### src/rtl/dihedral_angle_four_points_macros.svh
// ----------------------------------------------------------------------------
// Assertion macros for the dihedral angle block
// Concurrent checks that compile away when SYNTHESIS is defined.
// ----------------------------------------------------------------------------
`ifndef DIHEDRAL_ANGLE_FOUR_POINTS_MACROS_SVH
`define DIHEDRAL_ANGLE_FOUR_POINTS_MACROS_SVH
`ifndef SYNTHESIS
`define DAFP_ASSERT_IMPL(lbl, clk, rst_n, ante, cons) \
  lbl: assert property (@(posedge clk) disable iff (!rst_n) (ante) |-> (cons)) \
    else $error("dafp: same-cycle check failed");
`define DAFP_ASSERT_NEXT(lbl, clk, rst_n, ante, cons) \
  lbl: assert property (@(posedge clk) disable iff (!rst_n) (ante) |=> (cons)) \
    else $error("dafp: next-cycle check failed");
`else
`define DAFP_ASSERT_IMPL(lbl, clk, rst_n, ante, cons)
`define DAFP_ASSERT_NEXT(lbl, clk, rst_n, ante, cons)
`endif
`endif

### src/rtl/dafp_pkg.sv
// ----------------------------------------------------------------------------
// Dihedral angle package
// Shared constants, flag bundle and the CORDIC angle table.
// ----------------------------------------------------------------------------
package dafp_pkg;

  localparam int ZFRAC       = 40;   // fraction bits of the angle accumulator
  localparam int ROOT_W      = 63;   // bits of the integer square root
  localparam int SQ_W        = 126;  // bits of the normalized radicand
  localparam int MUL_LAT     = 2;    // pipelined multiplier latency
  localparam int MUL_CHUNK   = 32;   // operand chunk of the multiplier
  localparam int CX_BITS     = 60;   // CORDIC start vector length
  localparam int NSH         = 8;    // right-shift normalize stages
  localparam int NORM_STAGES = 6;    // left-shift normalize stages
  localparam int CORD_W      = 64;   // CORDIC datapath width

  typedef struct packed {
    logic zn;    // a plane normal is the zero vector
    logic tz;    // coplanar points
    logic xneg;  // normals point apart
    logic tneg;  // mirrored side
    logic rot;   // vector was pre-rotated by 90 degrees
  } dafp_flags_t;

  // atan(2^-i) in Q60 from its alternating series
  function automatic logic [63:0] atan_pow2(input int i);
    logic [63:0] p;
    logic [63:0] sum;
    logic [63:0] term;
    logic        sub;
    p   = 64'd1 << (60 - i);
    sum = '0;
    sub = 1'b0;
    for (int k = 0; k < 64; k++) begin
      if (p != '0) begin
        term = p / 64'(2 * k + 1);
        sum  = sub ? sum - term : sum + term;
        sub  = !sub;
        p    = p >> (2 * i);
      end
    end
    return sum;
  endfunction

  // pi/4 in Q60 from Machin's formula
  function automatic logic [63:0] atan_q1();
    logic [63:0] p;
    logic [63:0] a5;
    logic [63:0] a239;
    logic        sub;
    p   = (64'd1 << 60) / 64'd5;
    a5  = '0;
    sub = 1'b0;
    for (int k = 0; k < 64; k++) begin
      if (p != '0) begin
        a5  = sub ? a5 - p / 64'(2 * k + 1) : a5 + p / 64'(2 * k + 1);
        sub = !sub;
        p   = p / 64'd25;
      end
    end
    p    = (64'd1 << 60) / 64'd239;
    a239 = '0;
    sub  = 1'b0;
    for (int k = 0; k < 64; k++) begin
      if (p != '0) begin
        a239 = sub ? a239 - p / 64'(2 * k + 1) : a239 + p / 64'(2 * k + 1);
        sub  = !sub;
        p    = p / 64'd57121;
      end
    end
    return 64'd4 * a5 - a239;
  endfunction

  // CORDIC step angle in degrees, Q24.40
  function automatic logic signed [63:0] atan_tab(input int i);
    logic [63:0] rem;
    logic [63:0] q;
    logic [63:0] q1;
    if (i == 0) begin
      return 64'sd45 <<< ZFRAC;
    end
    q1  = atan_q1();
    rem = atan_pow2(i);
    q   = '0;
    for (int b = 0; b < ZFRAC; b++) begin
      rem = rem << 1;
      q   = q << 1;
      if (rem >= q1) begin
        rem  = rem - q1;
        q[0] = 1'b1;
      end
    end
    return $signed(64'd45 * q);
  endfunction

endpackage

### src/rtl/dafp_smul.sv
// ----------------------------------------------------------------------------
// Pipelined signed multiplier
// Chunked partial products in the first stage, summed in the second.
// ----------------------------------------------------------------------------
module dafp_smul #(
  parameter int A_W = 33,
  parameter int B_W = 33
) (
  input  logic                     clk,
  input  logic                     en,
  input  logic signed [A_W-1:0]    a,
  input  logic signed [B_W-1:0]    b,
  output logic signed [A_W+B_W-1:0] p
);

  localparam int CK = dafp_pkg::MUL_CHUNK;
  localparam int NA = (A_W + CK - 1) / CK;
  localparam int NB = (B_W + CK - 1) / CK;
  localparam int EW = (NA + NB) * CK;

  logic [NA*CK-1:0]         a_ext;
  logic [NB*CK-1:0]         b_ext;
  logic signed [CK:0]       ca [NA];
  logic signed [CK:0]       cb [NB];
  logic signed [2*CK+1:0]   pp_r [NA][NB];
  logic signed [EW-1:0]     acc;
  logic signed [A_W+B_W-1:0] p_r;

  assign a_ext = (NA*CK)'(a);
  assign b_ext = (NB*CK)'(b);

  // low chunks are unsigned, the top chunk carries the sign
  always_comb begin
    for (int i = 0; i < NA; i++) begin
      ca[i] = $signed({(i == NA - 1) ? a_ext[NA*CK-1] : 1'b0, a_ext[i*CK +: CK]});
    end
    for (int j = 0; j < NB; j++) begin
      cb[j] = $signed({(j == NB - 1) ? b_ext[NB*CK-1] : 1'b0, b_ext[j*CK +: CK]});
    end
  end

  always_ff @(posedge clk) begin
    if (en) begin
      for (int i = 0; i < NA; i++) begin
        for (int j = 0; j < NB; j++) begin
          pp_r[i][j] <= ca[i] * cb[j];
        end
      end
    end
  end

  always_comb begin
    acc = '0;
    for (int i = 0; i < NA; i++) begin
      for (int j = 0; j < NB; j++) begin
        acc = acc + (EW'(pp_r[i][j]) <<< (CK * (i + j)));
      end
    end
  end

  always_ff @(posedge clk) begin
    if (en) begin
      p_r <= acc[A_W+B_W-1:0];
    end
  end

  assign p = p_r;

endmodule

### config.mk
export PLATFORM = sky130hd
export DESIGN_NAME = dafp_smul
export DESIGN_NICKNAME = d
export VERILOG_FILES = /design/src/rtl/dihedral_angle_four_points_macros.svh /design/src/rtl/dafp_pkg.sv /design/src/rtl/dafp_smul.sv
export SDC_FILE = /design/constraint.sdc
export NUM_CORES = 2
export LEC_CHECK = 0
export BUFFER_PORTS_ARGS = -buffer_cell sky130_fd_sc_hd__buf_2
export CAP_MARGIN = 10
export CORE_MARGIN = 10
export CORE_UTILIZATION = 45
export CTS_BUF_LIST = sky130_fd_sc_hd__clkbuf_2 sky130_fd_sc_hd__clkbuf_4 sky130_fd_sc_hd__clkbuf_8
export DETAILED_ROUTE_END_ITERATION = 7
export PLACE_DENSITY_LB_ADDON = 0.12
export SLEW_MARGIN = 20
export SYNTH_ARGS = -nofsm -noshare
export SYNTH_HDL_FRONTEND = slang
export SYNTH_SLANG_ARGS = --single-unit
### constraint.sdc
create_clock -name clk -period 22.6 [get_ports clk]
set_clock_uncertainty 0.05 [all_clocks]
set_input_delay 1.13 -clock clk [delete_from_list [all_inputs] [get_ports clk]]
set_output_delay 1.13 -clock clk [all_outputs]
set_load 0.03 [all_outputs]
==> summary.txt <==
Run status
  – Run status: complete, no violations

CTS
  – Maximum level of the CTS H-tree: 4
  – Clock transition at path regs: 0.09 ns
  – Buffer count from post-CTS setup fixing: 0
  – CTS tree: yes
  – Clock Tree Buf Depth: 3
  – Number of instances resized during post-cts repair: 0
  – CTS Sinks: 200
  – TritonCTS Buffers: 25
  – Later-pin clock latency in the skew report: 0.56 ns
  – CTS root buffer: sky130_fd_sc_hd__clkbuf_8
  – Hold bufs inserted after CTS: 0

Timing
  – Slew at the pin closest to its max-slew limit: between 1 and 1.5 ns
  – Number of max-slew violations in the final report: 0
  – Setup repair after global routing missed its margin: false
  – Final count of negative-setup-slack endpoints: 0
  – Total count of hold-check failures in the final report: 0
  – Relative max-transition margin: 0.324
  – F_max: 107 MHz
  – Final cycle utilization of the critical path: 0.414
  – Summed negative setup slack over all endpoints: 0 ns
  – Clock period minus final worst setup slack: around 9.4 ns

Yosys
  – Share of the synthesized area in the top cell type: 0.429
  – Number of distinct library cell variants in the gate-level netlist after synthesis: 70
  – Part of the Yosys area used for sequential elements: 0.138
  – Post-Synth Adder-Cell Area: 0.514
  – Most numerous cell types in the synthesized netlist: sky130_fd_sc_hd__fa_1, sky130_fd_sc_hd__inv_1, sky130_fd_sc_hd__and2_1, sky130_fd_sc_hd__nand2_1, sky130_fd_sc_hd__ha_1
  – Synth Area in Simple Gates: 0.171
  – Post-Syn Nets: 5782
  – Xor-xnor portion of the synthesized cell area: 0.0284
  – Share of synthesized area spent on multiplexers: 0
  – Ys flop type: sky130_fd_sc_hd__edfxtp_1
  – Dominant cell type by area after synthesis: sky130_fd_sc_hd__fa_1
  – Number of warning messages in the yosys log: 0
  – Top-count cell post-synth: sky130_fd_sc_hd__fa_1
  – Largest family of logic cells by synthesized area: adder cells
  – #FFs+latches synth: 200
  – Number of flops mapped to enable cells by yosys: 200
  – Complex-gate fraction of the synthesized area: 0.0469
  – Async SR Flop Fraction: 0
  – Post-synthesis average cell area: about 9.7 sq um
  – Number of instances in the synthesized netlist: 4487
  – Mapped Area: ~0.043 sq mm
  – Largest cells by area after synthesis: sky130_fd_sc_hd__fa_1, sky130_fd_sc_hd__edfxtp_1, sky130_fd_sc_hd__and2_1

Drt
  – Detailed-route DRC error count: 0
  – Number of detailed-route iterations in the first pass: 6
  – Overall routed net length: around 130 mm
  – Via count: approximately 30k
  – Violation count after the first detailed-route iteration: approximately 2.2k
  – WL per Instance: approximately 23 um
  – Vias/cell: 5.33
  – ANT nets after route: 0

Worst setup path
  – Largest stage delay, worst path: 0.74 ns
  – CP Data Required Time: 22.84 ns
  – Reg-to-reg startpoint: pp_r[0][1]$_DFFE_PP_
  – Critical Path Most Common Cell: sky130_fd_sc_hd__fa_1
  – Worst Setup End Kind: flip-flop
  – Number of cell instances on the worst register-to-register path: 13
  – Startpoint type of the worst setup path: input pin
  – FF-to-FF End: p[65]$_DFFE_PP_
  – Worst path cell trace: buf_2 > buf_4 > nand2_1 > fa_1 > fa_1 > inv_1 > fa_1 > fa_1 > fa_1 > fa_1 > fa_1 > inv_1 > fa_1 > inv_1 > ha_1 > nand2_1 > nor2_1 > nand2_1 > or4_1 > o31a_1 > o21ai_1 > a211oi_1 > xnor2_1
  – Critical Path Fanout Max: 29
  – Register-to-register setup slack: around 19 ns
  – Critical Setup Path Class: input pin to flip-flop
  – Slowest CP cell: sky130_fd_sc_hd__or4_1
  – Arrival @ worst endpoint: approximately 9.6 ns

Floorplanning
  – Row Count: 113
  – Overall die height: between 300 and 400 um
  – Initial cell density of the core: 0.455
  – Core footprint: approximately 0.095 sq mm
  – Horiz. Die Dim: around 330 um
  – Top Ports: between 100 and 150
  – Floorplan die area: between 0.1 and 0.15 sq mm

Cells and area
  – Fraction of layout instances using a drive strength above 1: 0.0561
  – Synth-to-layout area growth: 4.92%
  – Final Util: 0.478
  – Post-layout net count: around 5.7k
  – Design area: 0.0456 sq mm

GRT
  – Total routing resource utilization after global routing: 0.246
  – Remaining Overflow, GRT: 0
  – Maximum number of pins on one net before global-route repair: between 80 and 90
  – Number of global-route vias before repair: between 30k and 40k
  – Initial antenna violation count: 12
  – Wire length of the first global-routing pass: roughly 200 mm

Placed design
  – Half-perimeter wire length after placement: about 96 mm
  – Placed cell area: around 0.045 sq mm
  – Weighted congestion reported at the end of routability-driven placement: between 0.9 and 1
  – Port Buffer Count: ~130

Worst hold path
  – Hold Path Sink: p[3]$_DFFE_PP_
  – Class of the most critical hold timing path: flip-flop to flip-flop
  – Worst Hold Path Cells: 0
  – Hold path startpoint: pp_r[0][69]$_DFFE_PP_

Flow run
  – Number of max-cap violations: 0
[flip-flops by register name, indices dropped and copies added (netlist names)]
register  flops
pp_r        134
p            66
[cell usage in the layout (no fill, tap or decap), drive strengths merged, types with 3 or more instances in the layout]
| master | instances |
|---|---|
| a31oi | 14 |
| inv | 889 |
| or3 | 12 |
| o21a | 16 |
| nand3b | 6 |
| nand3 | 16 |
| nand2b | 23 |
| a21oi | 115 |
| a21o | 38 |
| or4 | 6 |
| nor4 | 19 |
| a41oi | 4 |
| nor2 | 94 |
| diode | 5 |
| o41ai | 3 |
| xor2 | 38 |
| or2 | 4 |
| nand4 | 20 |
| a211oi | 10 |
| nor2b | 13 |
| o31ai | 5 |
| clkinv | 3 |
| ha | 297 |
| o31a | 3 |
| o211ai | 9 |
| xnor2 | 103 |
| o21ai | 69 |
| fa | 930 |
| and2 | 614 |
| nand2 | 530 |
| a21boi | 6 |
| buf | 198 |
| o21bai | 19 |
| and4 | 4 |
| and3 | 17 |
| nor3 | 36 |
| clkbuf | 28 |
| edfxtp | 200 |
[cell families after synthesis]
kind of cell,Yosys count
AOI/OAI and AO/OA,328
xor gates and xnor gates,141
adders and majority gates,1227
buffers and inverters,1169
DFF,200
other,1
and+or+nand+nor,1421
[final cells by class]
cell class | instances | area (sq um)
antenna | 5 | 12.5
clock buffer | 27 | 359
fill | 9141 | 49900
multi-input combinational | 3118 | 33000
sequential | 200 | 6010
inverter | 889 | 3340
clock inverter | 5 | 85.1
timing repair buffer | 199 | 1170
tap | 1265 | 1580
[worst max-delay path: cells and delay by family]
family / cells / cell delay (ns)
buffers and inverters: 5 / 1.00
adder cells (fa/ha/maj): 9 / 4.48
AO/OA/AOI/OAI: 3 / 0.78
AND/OR/NAND/NOR: 5 / 1.95
XOR/XNOR: 1 / 0.16
[metal layers]
| metal | track usage | up-vias | share of wire |
|---|---|---|---|
| li1 | - | 13400 | - |
| met1 | 0.349 | 15900 | 0.44 |
| met2 | 0.394 | 1025 | 0.46 |
| met3 | 0.0338 | 149 | 0.073 |
| met4 | 0.0656 | 0 | 0.029 |
| met5 | 0 | - | 0 |
[worst max path at each step]
stage	from	endpoint	slack, ns	depth (start not counted)
2_1_floorplan	b[8]	pp_r[0][126]$_DFFE_PP_	14.36	24
3_3_place_gp	b[18]	pp_r[0][126]$_DFFE_PP_	12.70	23
3_5_place_dp	b[18]	pp_r[0][126]$_DFFE_PP_	12.71	23
4_1_cts	b[18]	pp_r[0][126]$_DFFE_PP_	13.32	23
5_1_grt	a[20]	pp_r[0][126]$_DFFE_PP_	13.13	24
6_report	b[18]	pp_r[0][126]$_DFFE_PP_	13.24	23
[through the flow]
step | setup slack [ns] | hold slack (ns) | std cells
6_report | 13.24 | 0.368 | 5708
5_1_grt | 13.13 | 0.379 | 5705
4_1_cts | 13.32 | 0.370 | 5703
3_5_place_dp | 12.71 | 0.356 | 5671
3_3_place_gp | 12.70 | 0.351 | 5671
2_1_floorplan | 14.36 | 0.350 | 4487
Power is left out: the tool's default activity adds up to more than one toggle a clock period on the data nets, which glitch-free logic cannot reach.
